<file path="src/aabb_pkg.sv">
package aabb_pkg;

	// scan sequencer states
	typedef enum logic [2:0] {
		ST_IDLE,
		ST_READ,
		ST_CALC,
		ST_PICK,
		ST_FLUSH
	} scan_state_t;

	// side of least penetration
	typedef enum logic [1:0] {
		SIDE_TOP    = 2'd0,
		SIDE_BOTTOM = 2'd1,
		SIDE_LEFT   = 2'd2,
		SIDE_RIGHT  = 2'd3
	} side_t;

	// classification of one box, carried from the front to the back
	typedef struct packed {
		logic final_box;
		logic store;
		logic dropped;
	} box_ctl_t;

	localparam int INDEX_OUT_W = 3;
	localparam int DEPTH_W = 16;
	localparam logic [DEPTH_W-1:0] DEPTH_MAX = 16'hFFFF;

endpackage

</file>
<file path="src/aabb_pairwise_collision.sv">
// pairwise overlap test of axis-aligned boxes
//
// input channel (in_valid / in_ready): one box per transfer, signed corners
// min_x, min_y, max_x, max_y and final_box marking the last box of a frame.
// output channel (out_valid / out_ready): one item per overlapping pair,
// in load order of (first, second), or one item with pair_valid 0 when no
// pair overlaps; run_end marks the last item of the frame.
// boxes pass a two-entry queue into the store; each plain box is written
// through the store's one write port. after the final box the scan takes
// each pair through three steps (register the two rows, compare and
// subtract, pick the least depth), MAX_BOXES*(MAX_BOXES-1)/2 pairs at most,
// and the output register then hands out the last item.
// a hit is held until a later hit or the flush, so run_end can mark the last.
// boxes of the next frame keep being taken until the queue is full.
// a stalled receiver holds the output register; the scan stops on the next
// hit until the register frees, and the queue backs up to in_ready.
// reset empties the queue, the store count and the drop flag.
module aabb_pairwise_collision #(
	parameter int MAX_BOXES  = 8,
	parameter int COORD_BITS = 16
) (
	input  logic                                clk,
	input  logic                                arst_n,
	input  logic                                in_valid,
	output logic                                in_ready,
	input  logic signed [COORD_BITS-1:0]        min_x,
	input  logic signed [COORD_BITS-1:0]        min_y,
	input  logic signed [COORD_BITS-1:0]        max_x,
	input  logic signed [COORD_BITS-1:0]        max_y,
	input  logic                                final_box,
	output logic                                out_valid,
	input  logic                                out_ready,
	output logic                                pair_valid,
	output logic [aabb_pkg::INDEX_OUT_W-1:0]    first_index,
	output logic [aabb_pkg::INDEX_OUT_W-1:0]    second_index,
	output logic [aabb_pkg::DEPTH_W-1:0]        overlap_depth,
	output logic [1:0]                          contact_side,
	output logic                                boxes_dropped,
	output logic                                run_end
);
	import aabb_pkg::*;

	localparam int IDX_W  = $clog2(MAX_BOXES);
	localparam int CNT_W  = $clog2(MAX_BOXES + 1);
	localparam int BOX_W  = 4 * COORD_BITS;
	localparam int CTL_W  = $bits(box_ctl_t);
	localparam int ITEM_W = CTL_W + IDX_W + CNT_W + BOX_W;

	logic             f_valid;
	logic             f_ready;
	box_ctl_t         f_ctl;
	logic [IDX_W-1:0] f_slot;
	logic [CNT_W-1:0] f_count;
	logic [BOX_W-1:0] f_box;
	logic             q_valid;
	logic             q_ready;
	logic [ITEM_W-1:0] q_data;
	box_ctl_t         q_ctl;
	logic [IDX_W-1:0] q_slot;
	logic [CNT_W-1:0] q_count;
	logic [BOX_W-1:0] q_box;

	// classify and count incoming boxes
	aabb_front #(
		.MAX_BOXES  (MAX_BOXES),
		.COORD_BITS (COORD_BITS)
	) u_front (
		.clk       (clk),
		.arst_n    (arst_n),
		.in_valid  (in_valid),
		.in_ready  (in_ready),
		.min_x     (min_x),
		.min_y     (min_y),
		.max_x     (max_x),
		.max_y     (max_y),
		.final_box (final_box),
		.cmd_valid (f_valid),
		.cmd_ready (f_ready),
		.cmd_ctl   (f_ctl),
		.cmd_slot  (f_slot),
		.cmd_count (f_count),
		.cmd_box   (f_box)
	);

	// queue between front and back
	aabb_fifo #(
		.WIDTH (ITEM_W)
	) u_fifo (
		.clk        (clk),
		.arst_n     (arst_n),
		.push_valid (f_valid),
		.push_ready (f_ready),
		.push_data  ({f_ctl, f_slot, f_count, f_box}),
		.pop_valid  (q_valid),
		.pop_ready  (q_ready),
		.pop_data   (q_data)
	);

	assign {q_ctl, q_slot, q_count, q_box} = q_data;

	// store, pair scan and result output
	aabb_back #(
		.MAX_BOXES  (MAX_BOXES),
		.COORD_BITS (COORD_BITS)
	) u_back (
		.clk           (clk),
		.arst_n        (arst_n),
		.cmd_valid     (q_valid),
		.cmd_ready     (q_ready),
		.cmd_ctl       (q_ctl),
		.cmd_slot      (q_slot),
		.cmd_count     (q_count),
		.cmd_box       (q_box),
		.out_valid     (out_valid),
		.out_ready     (out_ready),
		.pair_valid    (pair_valid),
		.first_index   (first_index),
		.second_index  (second_index),
		.overlap_depth (overlap_depth),
		.contact_side  (contact_side),
		.boxes_dropped (boxes_dropped),
		.run_end       (run_end)
	);

	// pairs are reported with the first index below the second
	assert property (@(posedge clk) disable iff (!arst_n)
		(MAX_BOXES <= 8) && out_valid && pair_valid |-> second_index > first_index)
		else $error("pair indices out of order");

	// an empty scan result is the frame's only and last item
	assert property (@(posedge clk) disable iff (!arst_n)
		out_valid && !pair_valid |-> run_end && overlap_depth == '0 &&
		first_index == '0 && second_index == '0)
		else $error("malformed no-pair item");

	// input back-pressure only comes from a full queue
	assert property (@(posedge clk) disable iff (!arst_n)
		!in_ready |-> q_valid)
		else $error("input stalled with an empty queue");

	// a box leaves the queue only while the back is idle
	assert property (@(posedge clk) disable iff (!arst_n)
		q_valid && q_ready && q_ctl.final_box |=> !q_ready)
		else $error("back took a box during a scan");

endmodule

</file>
<file path="src/aabb_front.sv">
module aabb_front #(
	parameter int MAX_BOXES  = 8,
	parameter int COORD_BITS = 16
) (
	input  logic                                clk,
	input  logic                                arst_n,
	input  logic                                in_valid,
	output logic                                in_ready,
	input  logic signed [COORD_BITS-1:0]        min_x,
	input  logic signed [COORD_BITS-1:0]        min_y,
	input  logic signed [COORD_BITS-1:0]        max_x,
	input  logic signed [COORD_BITS-1:0]        max_y,
	input  logic                                final_box,
	output logic                                cmd_valid,
	input  logic                                cmd_ready,
	output aabb_pkg::box_ctl_t                  cmd_ctl,
	output logic [$clog2(MAX_BOXES)-1:0]        cmd_slot,
	output logic [$clog2(MAX_BOXES+1)-1:0]      cmd_count,
	output logic [4*COORD_BITS-1:0]             cmd_box
);
	import aabb_pkg::*;

	localparam int IDX_W = $clog2(MAX_BOXES);
	localparam int CNT_W = $clog2(MAX_BOXES + 1);

	logic [CNT_W-1:0] count_q;
	logic             overflow_q;
	logic             accept;
	logic             has_room;

	// transfer into the queue whenever it has space
	assign in_ready  = cmd_ready;
	assign cmd_valid = in_valid;
	assign accept    = in_valid && cmd_ready;

	// classify: store at the next slot, or drop when full
	assign has_room          = count_q < CNT_W'(MAX_BOXES);
	assign cmd_ctl.final_box = final_box;
	assign cmd_ctl.store     = has_room;
	assign cmd_ctl.dropped   = overflow_q || !has_room;
	assign cmd_slot          = count_q[IDX_W-1:0];
	assign cmd_count         = has_room ? count_q + CNT_W'(1) : count_q;
	assign cmd_box           = {min_x, min_y, max_x, max_y};

	// frame fill count and drop flag, cleared by the final box
	always_ff @(posedge clk or negedge arst_n) begin
		if (!arst_n) begin
			count_q    <= '0;
			overflow_q <= 1'b0;
		end else if (accept) begin
			if (final_box) begin
				count_q    <= '0;
				overflow_q <= 1'b0;
			end else begin
				count_q    <= cmd_count;
				overflow_q <= cmd_ctl.dropped;
			end
		end
	end

endmodule

</file>
<file path="src/aabb_fifo.sv">
module aabb_fifo #(
	parameter int WIDTH = 8
) (
	input  logic             clk,
	input  logic             arst_n,
	input  logic             push_valid,
	output logic             push_ready,
	input  logic [WIDTH-1:0] push_data,
	output logic             pop_valid,
	input  logic             pop_ready,
	output logic [WIDTH-1:0] pop_data
);
	logic [WIDTH-1:0] mem_q [2];
	logic             wr_ptr_q;
	logic             rd_ptr_q;
	logic [1:0]       count_q;
	logic             push;
	logic             pop;

	assign push_ready = count_q != 2'd2;
	assign pop_valid  = count_q != 2'd0;
	assign pop_data   = mem_q[rd_ptr_q];
	assign push       = push_valid && push_ready;
	assign pop        = pop_valid && pop_ready;

	// two-entry storage
	always_ff @(posedge clk) begin
		if (push) begin
			mem_q[wr_ptr_q] <= push_data;
		end
	end

	// pointers and fill level
	always_ff @(posedge clk or negedge arst_n) begin
		if (!arst_n) begin
			wr_ptr_q <= 1'b0;
			rd_ptr_q <= 1'b0;
			count_q  <= 2'd0;
		end else begin
			if (push) begin
				wr_ptr_q <= !wr_ptr_q;
			end
			if (pop) begin
				rd_ptr_q <= !rd_ptr_q;
			end
			if (push && !pop) begin
				count_q <= count_q + 2'd1;
			end else if (pop && !push) begin
				count_q <= count_q - 2'd1;
			end
		end
	end

endmodule

</file>
<file path="src/aabb_back.sv">
module aabb_back #(
	parameter int MAX_BOXES  = 8,
	parameter int COORD_BITS = 16
) (
	input  logic                                clk,
	input  logic                                arst_n,
	input  logic                                cmd_valid,
	output logic                                cmd_ready,
	input  aabb_pkg::box_ctl_t                  cmd_ctl,
	input  logic [$clog2(MAX_BOXES)-1:0]        cmd_slot,
	input  logic [$clog2(MAX_BOXES+1)-1:0]      cmd_count,
	input  logic [4*COORD_BITS-1:0]             cmd_box,
	output logic                                out_valid,
	input  logic                                out_ready,
	output logic                                pair_valid,
	output logic [aabb_pkg::INDEX_OUT_W-1:0]    first_index,
	output logic [aabb_pkg::INDEX_OUT_W-1:0]    second_index,
	output logic [aabb_pkg::DEPTH_W-1:0]        overlap_depth,
	output logic [1:0]                          contact_side,
	output logic                                boxes_dropped,
	output logic                                run_end
);
	import aabb_pkg::*;

	localparam int IDX_W = $clog2(MAX_BOXES);
	localparam int CNT_W = $clog2(MAX_BOXES + 1);
	localparam int ROW_W = 4 * COORD_BITS;
	localparam int DW    = COORD_BITS + 1;
	localparam int MW    = (DW > DEPTH_W + 1) ? DW : DEPTH_W + 1;

	// absolute value, saturated to the depth width
	function automatic logic [DEPTH_W-1:0] depth_sat(input logic signed [DW-1:0] d);
		logic [DW-1:0] m;
		logic [MW-1:0] w;
		m = d[DW-1] ? unsigned'(-d) : unsigned'(d);
		w = MW'(m);
		depth_sat = (w > MW'(DEPTH_MAX)) ? DEPTH_MAX : w[DEPTH_W-1:0];
	endfunction

	logic [ROW_W-1:0]         store_q [MAX_BOXES];
	logic [ROW_W-1:0]         row_a_q;
	logic [ROW_W-1:0]         row_b_q;
	scan_state_t              state_q;
	scan_state_t              state_d;
	logic [IDX_W-1:0]         i_q;
	logic [IDX_W-1:0]         j_q;
	logic [CNT_W-1:0]         n_q;
	logic                     dropped_q;
	logic                     hit_q;
	logic signed [DW-1:0]     top_q;
	logic signed [DW-1:0]     bot_q;
	logic signed [DW-1:0]     left_q;
	logic signed [DW-1:0]     right_q;
	logic                     hold_valid_q;
	logic [IDX_W-1:0]         hold_i_q;
	logic [IDX_W-1:0]         hold_j_q;
	logic [DEPTH_W-1:0]       hold_depth_q;
	side_t                    hold_side_q;
	logic                     out_valid_q;
	logic                     pair_valid_q;
	logic [INDEX_OUT_W-1:0]   first_q;
	logic [INDEX_OUT_W-1:0]   second_q;
	logic [DEPTH_W-1:0]       depth_q;
	side_t                    side_q;
	logic                     dropped_out_q;
	logic                     run_end_q;

	logic signed [COORD_BITS-1:0] a_min_x, a_min_y, a_max_x, a_max_y;
	logic signed [COORD_BITS-1:0] b_min_x, b_min_y, b_max_x, b_max_y;
	logic [DEPTH_W-1:0]       d_top, d_bot, d_left, d_right;
	logic [DEPTH_W-1:0]       best_depth;
	side_t                    best_side;
	logic                     out_free;
	logic                     last_pair;
	logic                     row_end;
	logic                     pop;
	logic                     start_scan;
	logic                     advance;
	logic                     take_hit;
	logic                     do_flush;

	// corner fields of the two rows under test
	assign a_min_x = row_a_q[4*COORD_BITS-1 -: COORD_BITS];
	assign a_min_y = row_a_q[3*COORD_BITS-1 -: COORD_BITS];
	assign a_max_x = row_a_q[2*COORD_BITS-1 -: COORD_BITS];
	assign a_max_y = row_a_q[COORD_BITS-1 -: COORD_BITS];
	assign b_min_x = row_b_q[4*COORD_BITS-1 -: COORD_BITS];
	assign b_min_y = row_b_q[3*COORD_BITS-1 -: COORD_BITS];
	assign b_max_x = row_b_q[2*COORD_BITS-1 -: COORD_BITS];
	assign b_max_y = row_b_q[COORD_BITS-1 -: COORD_BITS];

	// least penetration, ties kept in top, bottom, left, right order
	always_comb begin
		d_top      = depth_sat(top_q);
		d_bot      = depth_sat(bot_q);
		d_left     = depth_sat(left_q);
		d_right    = depth_sat(right_q);
		best_depth = d_top;
		best_side  = SIDE_TOP;
		if (d_bot < best_depth) begin
			best_depth = d_bot;
			best_side  = SIDE_BOTTOM;
		end
		if (d_left < best_depth) begin
			best_depth = d_left;
			best_side  = SIDE_LEFT;
		end
		if (d_right < best_depth) begin
			best_depth = d_right;
			best_side  = SIDE_RIGHT;
		end
	end

	assign out_free  = !out_valid_q || out_ready;
	assign row_end   = (CNT_W'(j_q) + CNT_W'(1)) == n_q;
	assign last_pair = row_end && ((CNT_W'(i_q) + CNT_W'(2)) == n_q);
	assign cmd_ready = state_q == ST_IDLE;
	assign pop       = cmd_valid && cmd_ready;

	// sequencer: next state and strobes
	always_comb begin
		state_d    = state_q;
		start_scan = 1'b0;
		advance    = 1'b0;
		take_hit   = 1'b0;
		do_flush   = 1'b0;
		case (state_q)
			ST_IDLE: begin
				if (pop && cmd_ctl.final_box) begin
					start_scan = 1'b1;
					state_d    = (cmd_count < CNT_W'(2)) ? ST_FLUSH : ST_READ;
				end
			end
			ST_READ: begin
				state_d = ST_CALC;
			end
			ST_CALC: begin
				state_d = ST_PICK;
			end
			ST_PICK: begin
				// a second hit can only move on once the output slot frees
				if (!(hit_q && hold_valid_q && !out_free)) begin
					advance  = 1'b1;
					take_hit = hit_q;
					state_d  = last_pair ? ST_FLUSH : ST_READ;
				end
			end
			ST_FLUSH: begin
				if (out_free) begin
					do_flush = 1'b1;
					state_d  = ST_IDLE;
				end
			end
			default: begin
				state_d = ST_IDLE;
			end
		endcase
	end

	always_ff @(posedge clk or negedge arst_n) begin
		if (!arst_n) begin
			state_q <= ST_IDLE;
		end else begin
			state_q <= state_d;
		end
	end

	// box store: one write port, two registered read ports
	always_ff @(posedge clk) begin
		if (pop && cmd_ctl.store) begin
			store_q[cmd_slot] <= cmd_box;
		end
		if (state_q == ST_READ) begin
			row_a_q <= store_q[i_q];
			row_b_q <= store_q[j_q];
		end
	end

	// overlap test and signed penetrations
	always_ff @(posedge clk) begin
		if (state_q == ST_CALC) begin
			hit_q   <= (a_min_x < b_max_x) && (a_max_x > b_min_x) &&
			           (a_min_y < b_max_y) && (a_max_y > b_min_y);
			top_q   <= DW'(a_max_y) - DW'(b_min_y);
			bot_q   <= DW'(b_max_y) - DW'(a_min_y);
			left_q  <= DW'(b_max_x) - DW'(a_min_x);
			right_q <= DW'(a_max_x) - DW'(b_min_x);
		end
	end

	// pair counters
	always_ff @(posedge clk or negedge arst_n) begin
		if (!arst_n) begin
			i_q       <= '0;
			j_q       <= '0;
			n_q       <= '0;
			dropped_q <= 1'b0;
		end else if (start_scan) begin
			i_q       <= '0;
			j_q       <= IDX_W'(1);
			n_q       <= cmd_count;
			dropped_q <= cmd_ctl.dropped;
		end else if (advance && !last_pair) begin
			if (row_end) begin
				i_q <= i_q + IDX_W'(1);
				j_q <= i_q + IDX_W'(2);
			end else begin
				j_q <= j_q + IDX_W'(1);
			end
		end
	end

	// held hit and output register valid flags
	always_ff @(posedge clk or negedge arst_n) begin
		if (!arst_n) begin
			hold_valid_q <= 1'b0;
			out_valid_q  <= 1'b0;
		end else begin
			if ((take_hit && hold_valid_q) || do_flush) begin
				out_valid_q <= 1'b1;
			end else if (out_ready) begin
				out_valid_q <= 1'b0;
			end
			if (take_hit) begin
				hold_valid_q <= 1'b1;
			end else if (do_flush) begin
				hold_valid_q <= 1'b0;
			end
		end
	end

	// result payload: the held hit goes out once a later one shows up or the scan ends
	always_ff @(posedge clk) begin
		if (take_hit) begin
			if (hold_valid_q) begin
				pair_valid_q  <= 1'b1;
				first_q       <= INDEX_OUT_W'(hold_i_q);
				second_q      <= INDEX_OUT_W'(hold_j_q);
				depth_q       <= hold_depth_q;
				side_q        <= hold_side_q;
				dropped_out_q <= dropped_q;
				run_end_q     <= 1'b0;
			end
			hold_i_q     <= i_q;
			hold_j_q     <= j_q;
			hold_depth_q <= best_depth;
			hold_side_q  <= best_side;
		end else if (do_flush) begin
			dropped_out_q <= dropped_q;
			run_end_q     <= 1'b1;
			if (hold_valid_q) begin
				pair_valid_q <= 1'b1;
				first_q      <= INDEX_OUT_W'(hold_i_q);
				second_q     <= INDEX_OUT_W'(hold_j_q);
				depth_q      <= hold_depth_q;
				side_q       <= hold_side_q;
			end else begin
				pair_valid_q <= 1'b0;
				first_q      <= '0;
				second_q     <= '0;
				depth_q      <= '0;
				side_q       <= SIDE_TOP;
			end
		end
	end

	assign out_valid     = out_valid_q;
	assign pair_valid    = pair_valid_q;
	assign first_index   = first_q;
	assign second_index  = second_q;
	assign overlap_depth = depth_q;
	assign contact_side  = side_q;
	assign boxes_dropped = dropped_out_q;
	assign run_end       = run_end_q;

endmodule
</file>
<file path="config.mk">
export PLATFORM = sky130hd
export DESIGN_NAME = aabb_pairwise_collision
export DESIGN_NICKNAME = d
export VERILOG_FILES = /design/src/aabb_pkg.sv /design/src/aabb_pairwise_collision.sv /design/src/aabb_front.sv /design/src/aabb_fifo.sv /design/src/aabb_back.sv
export SDC_FILE = /design/constraint.sdc
export NUM_CORES = 1
export LEC_CHECK = 0
export BUFFER_PORTS_ARGS = -buffer_cell sky130_fd_sc_hd__buf_4
export CORE_ASPECT_RATIO = 0.8
export CORE_UTILIZATION = 35
export CTS_BUF_LIST = sky130_fd_sc_hd__clkbuf_8 sky130_fd_sc_hd__clkbuf_16
export CTS_CLUSTER_SIZE = 30
export DETAILED_ROUTE_END_ITERATION = 16
export PLACE_DENSITY = 0.54
export SLEW_MARGIN = 20
export SYNTH_ARGS = -nofsm -noshare
export SYNTH_HDL_FRONTEND = slang
export SYNTH_SLANG_ARGS = --single-unit
</file>
<file path="constraint.sdc">
create_clock -name clk -period 15.2 [get_ports clk]
set_clock_uncertainty 0.1 [all_clocks]
set_input_delay 0.76 -clock clk [delete_from_list [all_inputs] [get_ports clk]]
set_output_delay 0.76 -clock clk [all_outputs]
set_load 0.02 [all_outputs]
</file>
==> summary.txt, run 1 <==
Layout Nets = 2968
Die W = 398 microns
Initial DRC Count = 1660
Clock Path Buffers = 3
Worst-path clk slew = 60 ps
first-pass GRT wire length = 165000 microns
Peak VDD IR = 0.000185 V
clock network power share = 18.5%
WS Path Type = flop to flop
row count = 115
antenna violations before repair = 3
Die ar. = 127000 sq um
final hold viol count = 0
Ys Warns = 0
Post-Layout Inst Area = 49600 sq um
fillers = 11041
I/O pin cnt = 98
required time of the critical path = 15520 ps
Placed Area = 46500 sq um
postcts setup bufs = 0
Crit path top cell by count = ha_1
drt total wl = 113000 microns
Final Non-Filler Cells = 4488
Post-synth EDFFs = 908
DR vias = 23918
Setup crit end kind = flop
post-route worst setup slack = 5390 ps
worst setup path startpoint = u_back.bot_q[0]
RR Startpoint = u_back.bot_q[0]
TNS Setup = 0 ps
min Tclk post-route = 9810 ps
sequential area share after synthesis = 63.7%
P_int = 7.54 mW
Synth Cell Area = 43800 sq um
Synth Net Count = 2848
most frequent cell after synthesis = edfxtp_1
status = finished, final reports clean
H-Tree Level Count = 3
largest area contributor in the netlist = edfxtp_1
slowest stage cell, crit path = o21a_1
worst flop-to-flop path endpoint = u_back.hold_depth_q[0]
Post-synth top flop = edfxtp_1
Place WS = 5220 ps
sequential share of power = 35.4%
Worst Hold Slack = 139 ps
post-cts sizing count = 0
hold-fix buffers at CTS = 1
post-DR vias/cell = 5.33
max-cap violations = 0
unrepaired setup endpoints after global routing = false
placer congestion estimate = 0.864
number of cells on the worst reg-to-reg path = 32
Clock Tree Root = clkbuf_16
Initial Utilization = 35.4%
asr flop ratio synth = 2.68%
Slew @ Worst Pin = 1140 ps
Lkg Pwr = 16.7 nW
gr ovfl total = 0
Antenna Nets Post-Route = 0
Peak Freq = 102 MHz
ANT cells = 0
TritonCTS buffer count = 98
CORE AREA = 124000 sq um
Post-Place Cells = 4311
clk_lat worst skew = 710 ps
fin. max-slew vios = 0
switching part of the total = 39.4%
layout overhead on the synthesized area = 13.3%
Syn Area/Cell = 16.5 sq um
Netlist cell types = 71
critical path arrival = 10130 ps
CTS sink cnt = 933
GR Util All Layers = 17.8%
Psw = 4.90 mW
ranking of synthesized cells by area = edfxtp_1 (62%), mux4_2 (13%), mux2_2 (5.0%)
R2R Setup Slk = 5390 ps
TritonRoute pass-1 iters = 5
die height = 318 microns
DRC Markers = 0
crit path capture = u_back.hold_depth_q[0]
Setup violations, final = 0
pin count of the biggest net entering global routing = 129
Comb power frac = 46.0%
CP Max Fanout = 22
Startpoint Class = flop
Synth Instances = 2654
average wire per standard cell = 25.1 microns
leading cell types by count after synthesis = edfxtp_1 (908), mux4_2 (256), mux2_2 (195)
layout cells sized above 1 = 26.8%
Util after Layout = 40.2%
Pwr Total = 12.4 mW
IO buf count = 97
relative slew slack = 24.1%
worst min path class = primary input to flop
slowest stage delay, CP = 560 ps
vias in the first global route = 24825
Yosys top cell area share = 62.2%
TritonCTS clock tree = built
HPWL after DPL = 74200 microns
Final period util = 64.6%
PD cells = 251 nW/um^2
synthesized flop and latch total = 933
## cells in the final DEF (no fill, tap or decap), drive strengths merged, types with 8 or more instances in the layout
cell and instances:
a211oi 15, and3 18, xnor2 54, nor4 8
nand3 25, a21oi 77, inv 152, dfrtp 25
clkinv 49, mux4 256, xor2 50, or4 8
mux2i 23, nand2 124, mux2 195, a21boi 11
edfxtp 908, nor3 35, nand4 16, nor2 105
ha 121, nand2b 13, and2 16, or2 16
buf 130, a31oi 21, or3 26, o21a 9
o21ai 78, nor2b 41, clkbuf 99, o31ai 23
a21o 23
## worst min-delay path by stage
stage                                 endpoint             start  slack, ps  depth (start not counted)
after floorplan             u_back.hold_j_q[2]     u_back.j_q[2]        320                          0
after global placement    u_back.boxes_dropped  u_back.dropped_q        360                          0
after detailed placement  u_back.boxes_dropped  u_back.dropped_q        360                          0
after CTS                  u_fifo.mem_q[0][62]         min_x[14]         80                          1
after global routing       u_fifo.mem_q[1][18]          max_x[2]         90                          1
final                      u_fifo.mem_q[0][23]          max_x[7]        140                          1
## metal layers
layer,global-route usage (%),up-vias,share of wire (%)
met5,0,-,0
met4,4.66,0,2.5
met3,3.60,159,5.0
met2,28.3,543,47
met1,25.0,12445,45
li1,-,10771,-
## critical path: cells and delay by family (launching register included)
family	cells	cell delay (ps)
flip-flops	1	440
AND/OR/NAND/NOR	10	3240
buffers and inverters	2	450
AO/OA/AOI/OAI	15	3910
adder cells (fa/ha/maj)	4	1090
multiplexers	1	320
## power by group through the flow
| stage | Combinational [mW] | Clock, mW | Sequential [mW] |
|---|---|---|---|
| floorplan | 4.23 | 0 | 4.20 |
| global placement | 5.68 | 0 | 4.44 |
| detailed placement | 5.74 | 0 | 4.46 |
| CTS | 5.77 | 2.37 | 4.41 |
| global route | 6.33 | 2.47 | 4.47 |
| finish | 5.73 | 2.31 | 4.40 |
## state kept, by name (all words and copies together), names as in the netlist, 4 cells and up
name and flops:
u_back.store_q 512, u_back.bot_q 17, u_front.count_q 4, u_back.row_b_q 64
u_back.row_a_q 64, u_back.right_q 17, u_back.hold_depth_q 16, u_back.top_q 17
u_back.n_q 4, u_back.overlap_depth 16, u_fifo.mem_q 148, u_back.left_q 17
## layout make-up
type                    instances  area [sq um]  area share (%)
multi-input cells            1477         15100            30.4
repair buffers                131          1010            2.04
inverters                     133           499            1.01
clock buffers                  99          2480            4.99
well taps                    1638          2050            4.13
flip-flops and latches        933         27900            56.2
clock inverters                77           603            1.21
## cells by family (layout without fill, tap and decap cells)
family	count (synthesis)	in the layout	synth area share (%)
fa+ha+maj	126	126	3.66
buf+inv	244	440	2.12
flops	933	933	63.7
mux	474	474	18.7
xor+xnor	104	104	2.08
compound gates	308	308	4.47
simple gates	465	465	5.29
(Power assumes the default switching activity.)
==> run 2, diff against run 1 <==
Clock period 15.2 ns to 10.1 ns, I/O delays scaled along.
==> summary.txt, run 2 (synthesis results as in run 1) <==
Post-Place Cells = 4317 (+0.14%)
I/O pin cnt = 98 (unchanged)
average wire per standard cell = 24.9 microns (-1.1%)
RR Startpoint = u_back.bot_q[0]
Pwr Total = 19.2 mW (+54%)
die height = 318 microns (unchanged)
Antenna Nets Post-Route = 0 (unchanged)
PD cells = 377 nW/um^2 (+51%)
clk_lat worst skew = 720 ps (about the same)
Setup crit end kind = flop
Peak Freq = 108 MHz (+6.2%)
Initial DRC Count = 1914 (+15%)
R2R Setup Slk = 860 ps (-4530 ps)
DRC Markers = 0 (unchanged)
worst flop-to-flop path endpoint = u_back.hold_depth_q[0]
worst min path class = primary input to async pin
Clock Path Buffers = 3 (unchanged)
post-route worst setup slack = 860 ps (-4530 ps)
slowest stage delay, CP = 550 ps (about the same)
final hold viol count = 0 (unchanged)
most frequent cells in the layout = edfxtp_1 (908), mux4_2 (256), mux2_2 (195), inv_1 (146), buf_4 (134)
H-Tree Level Count = 3 (unchanged)
slowest stage cell, crit path = a2111oi_0
CORE AREA = 124000 sq um (unchanged)
TritonCTS clock tree = built
Post-Layout Inst Area = 50800 sq um (+2.3%)
min Tclk post-route = 9240 ps (-573 ps)
post-DR vias/cell = 5.29 (-0.67%)
first-pass GRT wire length = 168000 microns (+1.5%)
row count = 115 (unchanged)
CTS sink cnt = 933 (unchanged)
Biggest register = u_back.store_q
layout cells sized above 1 = 27.2% (+0.35 points)
relative slew slack = 26.7% (+2.6 points)
critical path arrival = 9670 ps (-460 ps)
required time of the critical path = 10530 ps (-4990 ps)
gr ovfl total = 0 (unchanged)
TritonCTS buffer count = 100 (+2.0%)
Clock Tree Root = clkbuf_16
Die W = 398 microns (unchanged)
Util after Layout = 41.1% (+0.93 points)
Final period util = 91.5% (+27 points)
Slew @ Worst Pin = 1100 ps (-38.8 ps)
TNS Setup = 0 ps (unchanged)
Worst-path clk slew = 60 ps (about the same)
Lkg Pwr = 17.2 nW (+3.0%)
CP Max Fanout = 16 (-27%)
Crit path top cell by count = o21ai_0
WS Path Type = flop to flop
Initial Utilization = 35.4% (unchanged)
TritonRoute pass-1 iters = 5 (unchanged)
drt total wl = 114000 microns (+0.79%)
GR Util All Layers = 18.0% (+0.16 points)
Worst Hold Slack = 147 ps (+8.86 ps)
IO buf count = 97 (unchanged)
Startpoint Class = flop
max FFs per register = 512 (unchanged)
Die ar. = 127000 sq um (unchanged)
status = finished, final reports clean
biggest regs = u_back.store_q: 512 flops, u_fifo.mem_q: 148 flops
number of cells on the worst reg-to-reg path = 33 (+3.1%)
Placed Area = 46600 sq um (+0.10%)
max-cap violations = 0 (unchanged)
HPWL after DPL = 75800 microns (+2.2%)
Layout Nets = 3042 (+2.5%)
Peak VDD IR = 0.000238 V (+29%)
Setup violations, final = 0 (unchanged)
vias in the first global route = 25238 (+1.7%)
unrepaired setup endpoints after global routing = false
Final Non-Filler Cells = 4574 (+1.9%)
layout overhead on the synthesized area = 15.9%
Place WS = 676 ps (-4540 ps)
pin count of the biggest net entering global routing = 95 (-26%)
DR vias = 24214 (+1.2%)
fin. max-slew vios = 0 (unchanged)
most common cell after layout, fill and taps aside = edfxtp_1
antenna violations before repair = 1 (-2)
placer congestion estimate = 0.874 (+1.2%)
run 2: power by group:
group          internal (mW)  total (mW)  switching [mW]
logic                   3.62        8.74            5.12
registers               5.86        6.56           0.695
clock network           2.28        3.86            1.58
total                   11.8        19.2            7.39
run 2: layout make-up:
type,count,area (sq um)
multi-input cells,1477,15100
inverters,133,499
diodes,1,2.50
flip-flops and latches,933,27900
well taps,1638,2050
repair buffers,203,1720
fillers,11070,72800
clock inverters,87,970
clock buffers,102,2540
run 2: timing repair:
item	CTS	global route
setup buffers	0	0
hold endpoints to repair	158	0
hold buffers	67	0
endpoints found under the setup margin	0	11
gates resized for setup	0	2
run 2: worst max-delay path by stage:
stage	startpoint	to	slack, ps	cells after the start
CTS	u_back.bot_q[0]	u_back.hold_depth_q[0]	660	32
finish	u_back.bot_q[0]	u_back.hold_depth_q[0]	860	33
detailed placement	u_back.bot_q[0]	u_back.hold_depth_q[0]	680	32
global placement	u_back.bot_q[0]	u_back.hold_depth_q[0]	790	32
global route	u_back.bot_q[0]	u_back.hold_depth_q[0]	160	33
floorplan	u_back.bot_q[0]	u_back.hold_depth_q[11]	1900	34
run 2: critical path: cells and delay by family (launching register included):
| family | cells | cell delay (ps) |
|---|---|---|
| and+or+nand+nor | 7 | 2460 |
| buffers and inverters | 3 | 600 |
| adders and majority gates | 4 | 1080 |
| AOI/OAI and AO/OA | 18 | 4130 |
| muxes | 1 | 270 |
| DFF | 1 | 440 |
run 2: layer usage:
layer / GRT usage (%) / up-vias / share of wire (%)
met1: 26.1 / 12650 / 47
met2: 28.6 / 487 / 47
li1: - / 10943 / -
met5: 0 / - / 0
met3: 2.61 / 134 / 3.7
met4: 4.08 / 0 / 1.9
